===== src/hw/rtl/first_fit_block_allocator_macros.svh =====
// Assertion macros shared by the allocator RTL.
// Needs no other file; the bodies are empty when SYNTHESIS is defined.
`ifndef FIRST_FIT_BLOCK_ALLOCATOR_MACROS_SVH
`define FIRST_FIT_BLOCK_ALLOCATOR_MACROS_SVH
`ifndef SYNTHESIS
`define FFBA_ASSERT(label, clk, rst_n, prop) \
    label: assert property (@(posedge clk) disable iff (!rst_n) prop) \
        else $error("allocator assertion failed");
`define FFBA_ASSERT_ALWAYS(label, clk, prop) \
    label: assert property (@(posedge clk) prop) \
        else $error("allocator assertion failed");
`else
`define FFBA_ASSERT(label, clk, rst_n, prop)
`define FFBA_ASSERT_ALWAYS(label, clk, prop)
`endif
`endif


===== src/hw/rtl/ffba_ram.sv =====
// Generic single-port-write, single-port-read RAM with a registered read.
// Depends on nothing.
module ffba_ram #(
    parameter int WIDTH = 32,
    parameter int DEPTH = 64
) (
    input  logic                     clk,
    input  logic                     we,
    input  logic [$clog2(DEPTH)-1:0] waddr,
    input  logic [WIDTH-1:0]         wdata,
    input  logic [$clog2(DEPTH)-1:0] raddr,
    output logic [WIDTH-1:0]         rdata
);

    logic [WIDTH-1:0] mem [DEPTH];
    logic [WIDTH-1:0] rdata_reg;

    always_ff @(posedge clk)
    begin
        if (we)
        begin
            mem[waddr] <= wdata;
        end
        rdata_reg <= mem[raddr];
    end

    assign rdata = rdata_reg;

endmodule


===== config.mk =====
export PLATFORM = sky130hd
export DESIGN_NAME = ffba_ram
export DESIGN_NICKNAME = d
export VERILOG_FILES = /design/src/hw/rtl/first_fit_block_allocator_macros.svh /design/src/hw/rtl/ffba_ram.sv
export SDC_FILE = /design/constraint.sdc
export NUM_CORES = 2
export LEC_CHECK = 0
export ABC_AREA = 1
export BUFFER_PORTS_ARGS = -buffer_cell sky130_fd_sc_hd__clkbuf_2
export CAP_MARGIN = 20
export CORE_UTILIZATION = 25
export CTS_BUF_LIST = sky130_fd_sc_hd__clkbuf_4 sky130_fd_sc_hd__clkbuf_8 sky130_fd_sc_hd__clkbuf_16
export DETAILED_ROUTE_END_ITERATION = 6
export GPL_ROUTABILITY_DRIVEN = 1
export GPL_TIMING_DRIVEN = 0
export PLACE_DENSITY = 0.5
export REMOVE_ABC_BUFFERS = 1
export SYNTH_ARGS = -nofsm -noshare
export SYNTH_HDL_FRONTEND = slang
export SYNTH_SLANG_ARGS = --single-unit
export TNS_END_PERCENT = 20

===== constraint.sdc =====
create_clock -name clk -period 4.4 [get_ports clk]
set_input_delay 0.22 -clock clk [delete_from_list [all_inputs] [get_ports clk]]
set_output_delay 0.22 -clock clk [all_outputs]
set_load 0.01 [all_outputs]

# [Word level (Yosys, flattened, before mapping)]
# Memory sizes are Yosys's and may differ from the RTL's. A register that Yosys moved wholly into a read port is not among the register bits.
# Cells that the tools add are included.
[classes] muxes=2
[ops] operator="1-bit two-way mux" count=2
[totals] ff_bits=0 ram_bits=2048 input_bits=46 out_inout_bits=32 word_cells=3 mem_count=1
[mem_list] memory="mem" depth=64 word_bits=32 read_ports=1 rd_ports_with_merged_regs=1 write_ports=1 line="ffba_ram.sv:15" text="logic [WIDTH-1:0] mem [DEPTH];"

# [Longest topological paths before layout]
[depth] depth_word=2 mapped_depth=13

# [Least setup slack after synthesis]
# No wires, ideal clock.
[synth_timing] kind="input to register" startpoint="input port we" endpoint="memory mem[48][0] (enable)" setup_time_ns=0.502 arrival_time_ns=3.848 t_required_ns=3.898 path_slack_ns=0.050 stages=3 cell_sequence="clkbuf_1 > nand4_1 > nor4_1"
[synth_between] elab_chain_cells=2
[synth_rtl] item="start: declaration" line="ffba_ram.sv:8" text="input logic we,"
[synth_rtl] item="1-bit two-way mux" line="ffba_ram.sv:20" text="if (we)"
[synth_rtl] item="1-bit two-way mux (not written as such)" line="ffba_ram.sv:22" text="mem[waddr] <= wdata;"
[synth_rtl] item="end: declaration" line="ffba_ram.sv:15"
# No other way between the ends.

==> results.tsv <==
stage	metric	value	unit
cts	CTS root buffer	clkbuf_16	
cts	CTS Buf Count	199	
placed_design	Final HPWL DP	132000	um
final_layout	Finished Core Util	29.5	%
hold_path	worst hold start	raddr[3]	
timing	Least-Margin Pin Slew	1.23	ns
detailed_routing	total length of routed wires	240000	um
final_layout	most frequent cells in the layout	2248 x nand2_1, 2048 x edfxtp_1, 1907 x nand3_1	
global_routing	gr usage total	14.0	%
timing	Worst Hold Slack	0.0768	ns
critical_path	Worst Path Required	5.11	ns
die	Ports	78	
logic_synthesis	Mapped Area	0.0827	sq mm
die	initial core utilization	25.2	%
timing	unrepaired setup endpoints after global routing	false	
die	chip width	577	um
detailed_routing	drt first pass iters	5	
timing	Total Neg Setup Slack	0	ns
logic_synthesis	Synth area leader	edfxtp_1	
logic_synthesis	Synth Register Bits	2080	
global_routing	first-pass GRT wire length	347000	um
final_layout	# nets final	6858	
logic_synthesis	Synth area leaders	edfxtp_1 74%, nand3_1 12%, nand2_1 10%	
cts	worst skew pair latency	0.83	ns
global_routing	GRT overflow	0	
cts	cts repair resizes	0	
cts	clk slew on worst S/H paths	0.07	ns
placed_design	placed cell count	10900	
detailed_routing	Vias per Instance	4.65	
logic_synthesis	Syn Inst Count	6769	
final_layout	Final Non-Filler Cells	11300	
logic_synthesis	post-synth top area share	74.3	%
timing	Final period util	74.4	%
critical_path	type of origin of the critical path	input pin	
critical_path	crit path kind	input pin to flip-flop	
global_routing	vias in the first global route	49300	
detailed_routing	Avg WL per Cell	21.2	um
timing	fin. max-slew vios	0	
critical_path	Critical Path AT	3.98	ns
timing	final hold viol count	0	
flow_run	number of max-cap violations	0	
timing	min cycle time layout	3.27	ns
detailed_routing	antenna viol nets, final	0	
die	Chip Height	577	um
detailed_routing	initial DRC count	4593	
detailed_routing	Post-route DRC	0	
critical_path	R2R Path Start	mem[0][11]	
global_routing	pin count of the biggest net entering global routing	195	
die	row count	210	
logic_synthesis	post-synthesis sequential area ratio	75.1	%
final_layout	ratio of cells with drive above 1 in the final layout	9.47	%
cts	Post-CTS Setup Inserts	0	
final_layout	Area Overhead vs Synth	17.1	%
power_and_ir_drop	Power Density	427	mW/mm^2
final_layout	max FFs per register	2048	
logic_synthesis	yosys warns	0	
logic_synthesis	Avg Inst Size Synth	12.2	sq um
placed_design	count of buffers inserted at the top-level ports	77	
die	Core ar.	0.328	sq mm
detailed_routing	Vias	52700	
placed_design	GP Congestion	0.733	
status	outcome	completed	
power_and_ir_drop	maximum vdd drop	0.294	mV
timing	Max Clock Skew	0.0317	ns
timing	Fmax achieved	305	MHz
die	die area	0.333	sq mm
timing	Setup Viol. Count Final	0	
power_and_ir_drop	P_leak	33.2	nW
global_routing	antenna violations before repair	28	
timing	Max-slew headroom	17.9	%
cts	H-tree levels	4	
critical_path	Crit. Startpoint	raddr[0]	
final_layout	commonest non-fill, non-tap cell in the layout	nand2_1	
hold_path	Tightest Hold Check Type	input pin to flip-flop	
critical_path	kind of end point of the critical path	flip-flop	
cts	CTS sink cnt	2080	
final_layout	FILL cells	32700	
critical_path	Worst Path Max Fanout	186	
cts	clock buffer depth	3	
logic_synthesis	post-synth cell types	16	
cts	CTS tree	yes	
-- worst max-delay path, stage by stage --
cell      delay (ns)
clkbuf_8        0.28
inv_16          0.37
buf_16          0.48
buf_16          0.38
buf_16          0.51
nand2_1         0.10
nand3_1         0.11
nand3_1         0.09
nand3_1         0.11
nand3_1         0.21
nand2_1         0.13
nand2_1         0.11
nand2_1         0.38
-- routing by layer --
layer | share of wire [%] | wire (um) | track usage, %
met4 | 2.9 | 7050 | 5.05
met1 | 41 | 99200 | 17.7
met3 | 5.0 | 11900 | 1.79
met5 | 0.028 | 67 | 0
met2 | 51 | 122000 | 24.4
-- final timing paths --
check	to	slack, ns	cells after the start
setup / recovery	rdata[22]	1.13	13
hold / removal	rdata[10]	0.08	6
setup reg to reg	rdata[11]	2.64	8
hold reg to reg	rdata[10]	0.83	8
-- metrics by stage --
stage	total power [mW]	instance area (sq um)	setup slack [ns]
after global routing	42.6	96900	0.826
after floorplan	23.6	80500	-1.36
after CTS	41.7	96400	1.00
after detailed placement	24.9	89800	0.0705
final	41.4	96900	1.13
after global placement	25.4	86300	-65.40
-- cells in the mapped netlist --
master,number
nand2_1,2248
edfxtp_1,2048
nand3_1,1907
buf_2,282
clkbuf_1,77
nor2_1,56
buf_4,45
buf_1,40
dfxtp_1,32
inv_1,9
nand4_1,9
nor4_1,8
buf_6,3
buf_8,2
inv_2,2
inv_4,1
-- final cells by class --
class	count	area (sq um)	area share, %
Antenna cell	11	27.5	0.0284
Sequential cell	2080	62100	64.1
Clock buffer	266	5730	5.91
Tap cell	4346	5440	5.61
Timing Repair Buffer	291	4020	4.15
Inverter	12	86.3	0.0891
Multi-Input combinational cell	4228	18800	19.4
Clock inverter	94	699	0.722
-- repair_timing --
item	in CTS	in global routing
hold endpoints to repair	277	202
setup endpoints to repair	0	0
hold buffers	17	13
-- power breakdown --
group          switching [mW]  internal [mW]  leakage (nW)
Clock                    7.27           9.58          3.26
Sequential             0.0517           21.9          18.7
Combinational            1.89          0.684          11.2
-- cells by family (layout without fill, tap and decap cells) --
group,after synthesis,in the layout,share of synthesized area [%]
and+or+nand+nor,4228,4228,22.1
DFF,2080,2080,75.1
buffers and inverters,461,663,2.78
other,0,11,0
Power figures use the tool's default switching activity.
