### src/hw/rtl/first_fit_block_allocator_macros.svh
// Assertion macros shared by the allocator RTL.
// Needs no other file; the bodies are empty when SYNTHESIS is defined.
`ifndef FIRST_FIT_BLOCK_ALLOCATOR_MACROS_SVH
`define FIRST_FIT_BLOCK_ALLOCATOR_MACROS_SVH
`ifndef SYNTHESIS
`define FFBA_ASSERT(label, clk, rst_n, prop) \
    label: assert property (@(posedge clk) disable iff (!rst_n) prop) \
        else $error("allocator assertion failed");
`define FFBA_ASSERT_ALWAYS(label, clk, prop) \
    label: assert property (@(posedge clk) prop) \
        else $error("allocator assertion failed");
`else
`define FFBA_ASSERT(label, clk, rst_n, prop)
`define FFBA_ASSERT_ALWAYS(label, clk, prop)
`endif
`endif

### src/hw/rtl/ffba_pkg.sv
// Shared constants and types for the first-fit block allocator.
// Has no dependencies; ffba_scan and the top-level allocator use it by scoped names.
package ffba_pkg;

    localparam int MAX_BLOCKS   = 64;
    localparam int HEADER_BYTES = 16;
    localparam int ADDR_BITS    = 32;
    localparam int DATA_W       = 32;
    localparam int HANDLE_W     = 7;
    localparam int IDX_W        = $clog2(MAX_BLOCKS);
    localparam int CNT_W        = IDX_W + 1;

    localparam logic [DATA_W-1:0] ADDR_MASK =
        (ADDR_BITS >= DATA_W) ? {DATA_W{1'b1}} : DATA_W'((64'd1 << ADDR_BITS) - 64'd1);

    localparam logic REG_HEAP_BASE  = 1'b0;
    localparam logic REG_HEAP_LIMIT = 1'b1;

    typedef struct packed {
        logic             clear;
        logic             valid;
        logic [IDX_W-1:0] idx;
        logic             flag;
    } scan_ctl_t;

    typedef struct packed {
        logic              found;
        logic [IDX_W-1:0]  best;
        logic [DATA_W-1:0] best_addr;
    } scan_sts_t;

endpackage

### src/hw/rtl/ffba_scan.sv
// Newest-fit tracker: compares one table entry per valid cycle.
// Depends on ffba_pkg.
module ffba_scan (
    input  logic                          clk,
    input  logic                          rst_n,
    input  ffba_pkg::scan_ctl_t           ctl,
    input  logic [ffba_pkg::DATA_W-1:0]   req_size,
    input  logic [ffba_pkg::DATA_W-1:0]   event_count,
    input  logic [ffba_pkg::DATA_W-1:0]   entry_addr,
    input  logic [ffba_pkg::DATA_W-1:0]   entry_size,
    input  logic [ffba_pkg::DATA_W-1:0]   entry_stamp,
    output ffba_pkg::scan_sts_t           sts
);

    logic                          found_reg, found_next;
    logic [ffba_pkg::IDX_W-1:0]    best_reg, best_next;
    logic [ffba_pkg::DATA_W-1:0]   addr_reg, addr_next;
    logic [ffba_pkg::DATA_W-1:0]   age_reg, age_next;
    logic [ffba_pkg::DATA_W-1:0]   age;
    logic                          take;

    always_comb
    begin
        age  = event_count - entry_stamp;
        take = ctl.valid && ctl.flag && (entry_size >= req_size)
               && (!found_reg || (age < age_reg));
        found_next = found_reg;
        best_next  = best_reg;
        addr_next  = addr_reg;
        age_next   = age_reg;
        if (ctl.clear)
        begin
            found_next = 1'b0;
        end
        else if (take)
        begin
            found_next = 1'b1;
            best_next  = ctl.idx;
            addr_next  = entry_addr;
            age_next   = age;
        end
    end

    always_ff @(posedge clk or negedge rst_n)
    begin
        if (!rst_n)
        begin
            found_reg <= 1'b0;
        end
        else
        begin
            found_reg <= found_next;
        end
    end

    always_ff @(posedge clk)
    begin
        best_reg <= best_next;
        addr_reg <= addr_next;
        age_reg  <= age_next;
    end

    assign sts.found     = found_reg;
    assign sts.best      = best_reg;
    assign sts.best_addr = addr_reg;

endmodule

### config.mk
export PLATFORM = sky130hd
export DESIGN_NAME = ffba_scan
export DESIGN_NICKNAME = d
export VERILOG_FILES = /design/src/hw/rtl/first_fit_block_allocator_macros.svh /design/src/hw/rtl/ffba_pkg.sv /design/src/hw/rtl/ffba_scan.sv
export SDC_FILE = /design/constraint.sdc
export NUM_CORES = 1
export LEC_CHECK = 0
export ABC_AREA = 1
export BUFFER_PORTS_ARGS = -buffer_cell sky130_fd_sc_hd__buf_2
export CELL_PAD_IN_SITES_DETAIL_PLACEMENT = 2
export CELL_PAD_IN_SITES_GLOBAL_PLACEMENT = 2
export CORE_UTILIZATION = 25
export DETAILED_ROUTE_END_ITERATION = 10
export GPL_ROUTABILITY_DRIVEN = 0
export PLACE_DENSITY = 0.77
export SYNTH_ARGS = -nofsm -noshare
export SYNTH_HDL_FRONTEND = slang
export SYNTH_SLANG_ARGS = --single-unit
export TNS_END_PERCENT = 50
### constraint.sdc
create_clock -name clk -period 5 [get_ports clk]
set_input_delay 1 -clock clk [delete_from_list [all_inputs] [get_ports clk]]
set_output_delay 1 -clock clk [all_outputs]
set_load 0.02 [all_outputs]
# --- Word-level counts from Yosys, hierarchy flattened ---
# Cells that the tools add are included.
totals:
  regBits: 71
  latch_bits: 0
  ram_bits: 0
  mem_bits_ro: 0
  inputBits: 171
  output_inout_bits: 39
  wordCells: 17
  n_memories: 0
op_classes:
  addsub: 1
  multipliers: 0
  n_div: 0
  order_cmp: 2
  eq_ne: 0
  n_shift: 0
  n_mux: 2
  bitwise: 1
  n_reduce_logical: 7
op_table:
  columns: ["cell", "count"]
  rows:
  - ["32-bit greater-or-equal comparator", 1]
  - ["32-bit < comparator", 1]
  - ["32-bit subtractor", 1]
  - ["1-bit logical AND", 3]
  - ["1-bit two-way mux", 2]
  - ["2-bit AND reduction", 1]
  - ["2-bit nonzero test", 1]
  - ["1-bit logical NOT", 1]
  - ["1-bit logical OR", 1]
  - ["1-bit NOT", 1]

# --- Logic depth before layout (Yosys ltp) ---
logic_depth:
  depth_word: 6
  depth_mapped: 20
  depth_no_buf: 20

# --- Worst setup path before layout ---
# OpenSTA, ideal clock, no wires.
synth_timing:
  kind: "input -> register"
  from: "input port event_count[0] in the netlist's numbering"
  to: "register addr_reg[0] in the netlist's numbering (enable)"
  setup_ns: 0.521
  arrival_time_ns: 6.403
  required_ns: 4.479
  slack_ns: -1.924
  cell_stages: 18
  path_buffers: 0
  cell_sequence: "inv_1 -> ha_1 -> fa_1 -> o21ai_2 -> nand2_1 -> nand2_2 -> nand3_1 -> nand2_2 -> nand3_1 -> nand3_1 -> nand2_1 -> ha_1 -> nand2_1 -> o21a_1 -> a21oi_1 -> nor2_1 -> nand2_1 -> a21oi_1"
synth_between:
  elab_chain_cells: 5
synth_lines:
  columns: ["element", "line_no", "source"]
  rows:
  - ["start, declared", "ffba_scan.sv:8", "input logic [ffba_pkg::DATA_W-1:0] event_count,"]
  - ["32-bit subtractor", "ffba_scan.sv:24", "age = event_count - entry_stamp;"]
  - ["net age, one bit", "ffba_scan.sv:19", "logic [ffba_pkg::DATA_W-1:0] age;"]
  - ["32-bit < comparator", "ffba_scan.sv:26", "&& (!found_reg || (age < age_reg));"]
  - ["1-bit logical OR", "ffba_scan.sv:26", null]
  - ["1-bit logical AND", "ffba_scan.sv:26", null]
  - ["2-bit AND reduction (no line)", null, null]
  - ["end signal, assigned", "ffba_scan.sv:59", "addr_reg <= addr_next;"]
  - ["end, declared", "ffba_scan.sv:17", "logic [ffba_pkg::DATA_W-1:0] addr_reg, addr_next;"]
# The timed path passes the listed nets, and every way through them passes these cells.
# A chain may end at the register's enable or synchronous reset.

# --- Worst setup path after layout ---
layout_timing:
  from: "input port event_count[6] in the netlist's numbering"
  to: "register addr_reg[20] in the netlist's numbering (enable)"
# The elaborated chain is that of the path after synthesis.

==> metrics.md <==
| Metric | Value |
|---|---|
| Max Fanout on Critical Path | `66` |
| Clock Skew | `0.006631 ns` |
| Clock Pin Slew Worst Setup and Hold Paths | `roughly 0.06 ns` |
| Initial antenna violation count | `0` |
| Clk buf depth | `2` |
| Top Family by Delay on Critical Path | `compound AO/OA/AOI/OAI gates` |
| Power per cell area | `approximately 250 nW/um^2` |
| Largest stage delay on the critical path | `between 0.3 and 0.4 ns` |
| CP Class | `input pin to register` |
| Max-cap check violation count | `0` |
| Die boundary width | `roughly 160 um` |
| Dpl hpwl | `16400 um` |
| Hold buffers post-CTS | `0` |
| Outcome | `finished, final reports clean` |
| Flop-to-flop setup slack | `2.69 ns` |
| Initial Utilization | `roughly a quarter` |
| Layout cells sized above 1 | `between 20% and 30%` |
| Core area | `around 23000 sq um` |
| Worst EP required | `between 4 and 5 ns` |
| Tmin final | `4.132 ns` |
| CTS Buf Count | `9` |
| I/O pin count | `210` |
| Fmax | `approximately 0.24 GHz` |
| Max H-tree Level | `3` |
| Drt pass-1 iters | `4` |
| Leak Pwr | `0.004007 uW` |
| Antenna cells | `0` |
| Syn Std Cell Area | `around 5900 sq um` |
| Total die area | `about 24000 sq um` |
| Hold Crit Class | `input pin to async pin` |
| Crit start category | `input pin` |
| DRC | `0` |
| Area delta synth->final | `30.04%` |
| Adder-cell share of the synthesized area | `between 20 and 25%` |
| DR vias | `roughly 5700` |
| Final setup violation count | `0` |
| Skew-Pair Late Insertion Delay | `around 0.32 ns` |
| Via/cell ratio | `roughly 4.5` |
| Mean post-synth cell area | `between 8 and 9 sq um` |
| Syn_nets | `roughly 1000` |
| Cell at the slowest stage of the critical path | `buf_12` |
| Die Height | `roughly 160 um` |
| Port bufs | `roughly 210` |
| Worst-margin pin slew | `around 0.41 ns` |
| Number of synthesized register bits | `71` |
| First-pass GRT wire length | `a little under 30000 um` |
| Row count | `55` |
| XOR/XNOR Fraction of Synth Area | `around 2.5%` |
| Synth warnings | `0` |
| Main combinational cell family by area after synthesis | `simple AND/OR/NAND/NOR gates` |
| Post-synthesis compound-gate area fraction | `a little over a tenth` |
| Fin crit share | `82.63%` |
| Setup Buffers After CTS | `0` |
| Vias in the first global route | `between 6000 and 7000` |
| Largest cells by area after synthesis | `edfxtp_1 36%, ha_1 20%, nand2_1 11%` |
| Mux contribution to synthesized area | `0%` |
| Final Hold Viols | `0` |
| PostCTS Resize Cnt | `0` |
| CP cell instances | `buf_2, ha_1, a21oi_1, o21a_1, nand2_1, nand2_1, nand2_1, nand2_1, a21o_1, nand2_1, ha_1, a21oi_1, o21ai_0, nand2_1, a21oi_1, nor2_1, nand2_1, a21oi_4, buf_12` |
| Clock Sinks | `between 70 and 80` |
| Net count, final | `1218` |
| CP arrival | `between 4 and 5 ns` |
| Root Buffer | `clkbuf_16` |
| Yosys top cell by area | `edfxtp_1` |
| First DRT Iteration DRCs | `approximately 100` |
| Global route overflow | `0` |
| Largest net degree at the start of global routing | `between 60 and 70` |
| Sequential fraction of the synthesis area | `a little over a third` |
| Slew Limit Fails | `0` |
| Total wire length | `about 18000 um` |
| Antenna viol nets, final | `0` |
| Avg WL per Cell | `approximately 15 um` |
| TritonCTS clock tree | `done` |
| Worst hold slack | `around 0.43 ns` |
| GRT Overall Usage | `between 10% and 20%` |
| CP endpoint kind | `register` |
| Fin Setup TNS | `0 ns` |
| Mapped Cells | `approximately 730` |
| Yosys cell types | `34` |
| Simple-Gate Fraction of Synth Area | `between 20% and 30%` |
| RSZ-0062 raised after global routing | `false` |
| Worst path bufs/invs | `2` |
| Synth top area share | `between 30 and 40%` |
| Slew headroom | `between 70 and 80%` |
| Worst vdd ir | `about 0.16 mV` |
| Worst path most repeated cell | `nand2_1` |
cells by family (layout without fill, tap and decap cells):
logic type / after synthesis / count (layout)
AOI/OAI and AO/OA: 111 / 111
xor gates and xnor gates: 17 / 17
adders and majority gates: 95 / 95
buffers and inverters: 154 / 378
DFF: 71 / 71
and+or+nand+nor: 284 / 284
stage by stage:
step	instances	total power, uW	worst slack, ns	utilization (%)	cell area, sq um
2_1_floorplan	732	1064	0.3259	-	5884
3_3_place_gp	1254	1261	0.5927	32.10	7335
3_5_place_dp	1254	1288	0.5124	32.10	7335
4_1_cts	1269	1964	0.8027	33.43	7637
5_1_grt	1269	2054	0.5791	33.43	7637
6_report	1269	1926	0.8684	33.43	7637
cell usage after synthesis (all sizes together):
master / count
o21ai: 25
nand2: 172
ha: 94
inv: 153
xnor2: 4
a21o: 6
and3b: 1
nand3b: 2
dfrtp: 1
nor2: 60
o21bai: 5
a21oi: 67
nand3: 32
nor3: 5
nand4: 8
fa: 1
a31oi: 1
o211ai: 1
or2: 1
buf: 1
edfxtp: 70
nor4: 2
xor2: 13
nand2b: 1
o21a: 6
layer usage:
layer	up-vias	global-route usage (%)	share of wire, %	wire (um)
met3	8	1.866	3.8	694
met5	-	0	0	0
li1	2840	-	-	-
met1	2720	18.30	44	8078
met4	0	3.035	0.71	132
met2	117	29.56	52	9566
worst paths after layout:
check / from / end / cells past startpoint
hold / removal: rst_n / found_reg / 1
max in group asynchronous: rst_n / found_reg / 1
min in group clk: found_reg / found_reg / 2
setup reg to reg: age_reg[9] / addr_reg[20] / 12
setup / recovery: event_count[6] / addr_reg[20] / 19
hold reg to reg: found_reg / found_reg / 2
where the power goes:
part	internal, uW	switching, uW
clock	430	227
combinational	225	354
sequential	685	4.21
layout by cell type, fill, tap and decap left out, drive strengths merged:
master	netlist	layout
bufinv	0	2
or2	1	1
o211ai	1	1
a31oi	1	1
fa	1	1
nor3	5	5
ha	94	94
edfxtp	70	70
o21a	6	6
dfrtp	1	1
and3b	1	1
a21o	6	6
o21ai	25	25
clkbuf	0	10
nand3b	2	2
buf	1	210
nor2	60	60
xor2	13	13
o21bai	5	5
a21oi	67	67
nand4	8	8
nand3	32	32
xnor2	4	4
nor4	2	2
nand2	172	172
clkinv	0	3
nand2b	1	1
inv	153	153
worst register-to-register path, delay by kind of cell, from the launching register on:
family | cells | cell delay [ns]
AO/OA/AOI/OAI | 3 | 0.48
buffers and inverters | 3 | 0.44
AND/OR/NAND/NOR | 5 | 0.39
adder cells (fa/ha/maj) | 1 | 0.31
flip-flops | 1 | 0.32
area by class of cell:
type                    count  area [sq um]
inverters                 153         574.3
clock buffers              10         229.0
flip-flops and latches     71          2127
clock inverters             5         73.82
fillers                  2762         15210
well taps                 313         391.6
repair buffers            210          1066
multi-input cells         507          3176
Power figures use the tool's default switching activity.
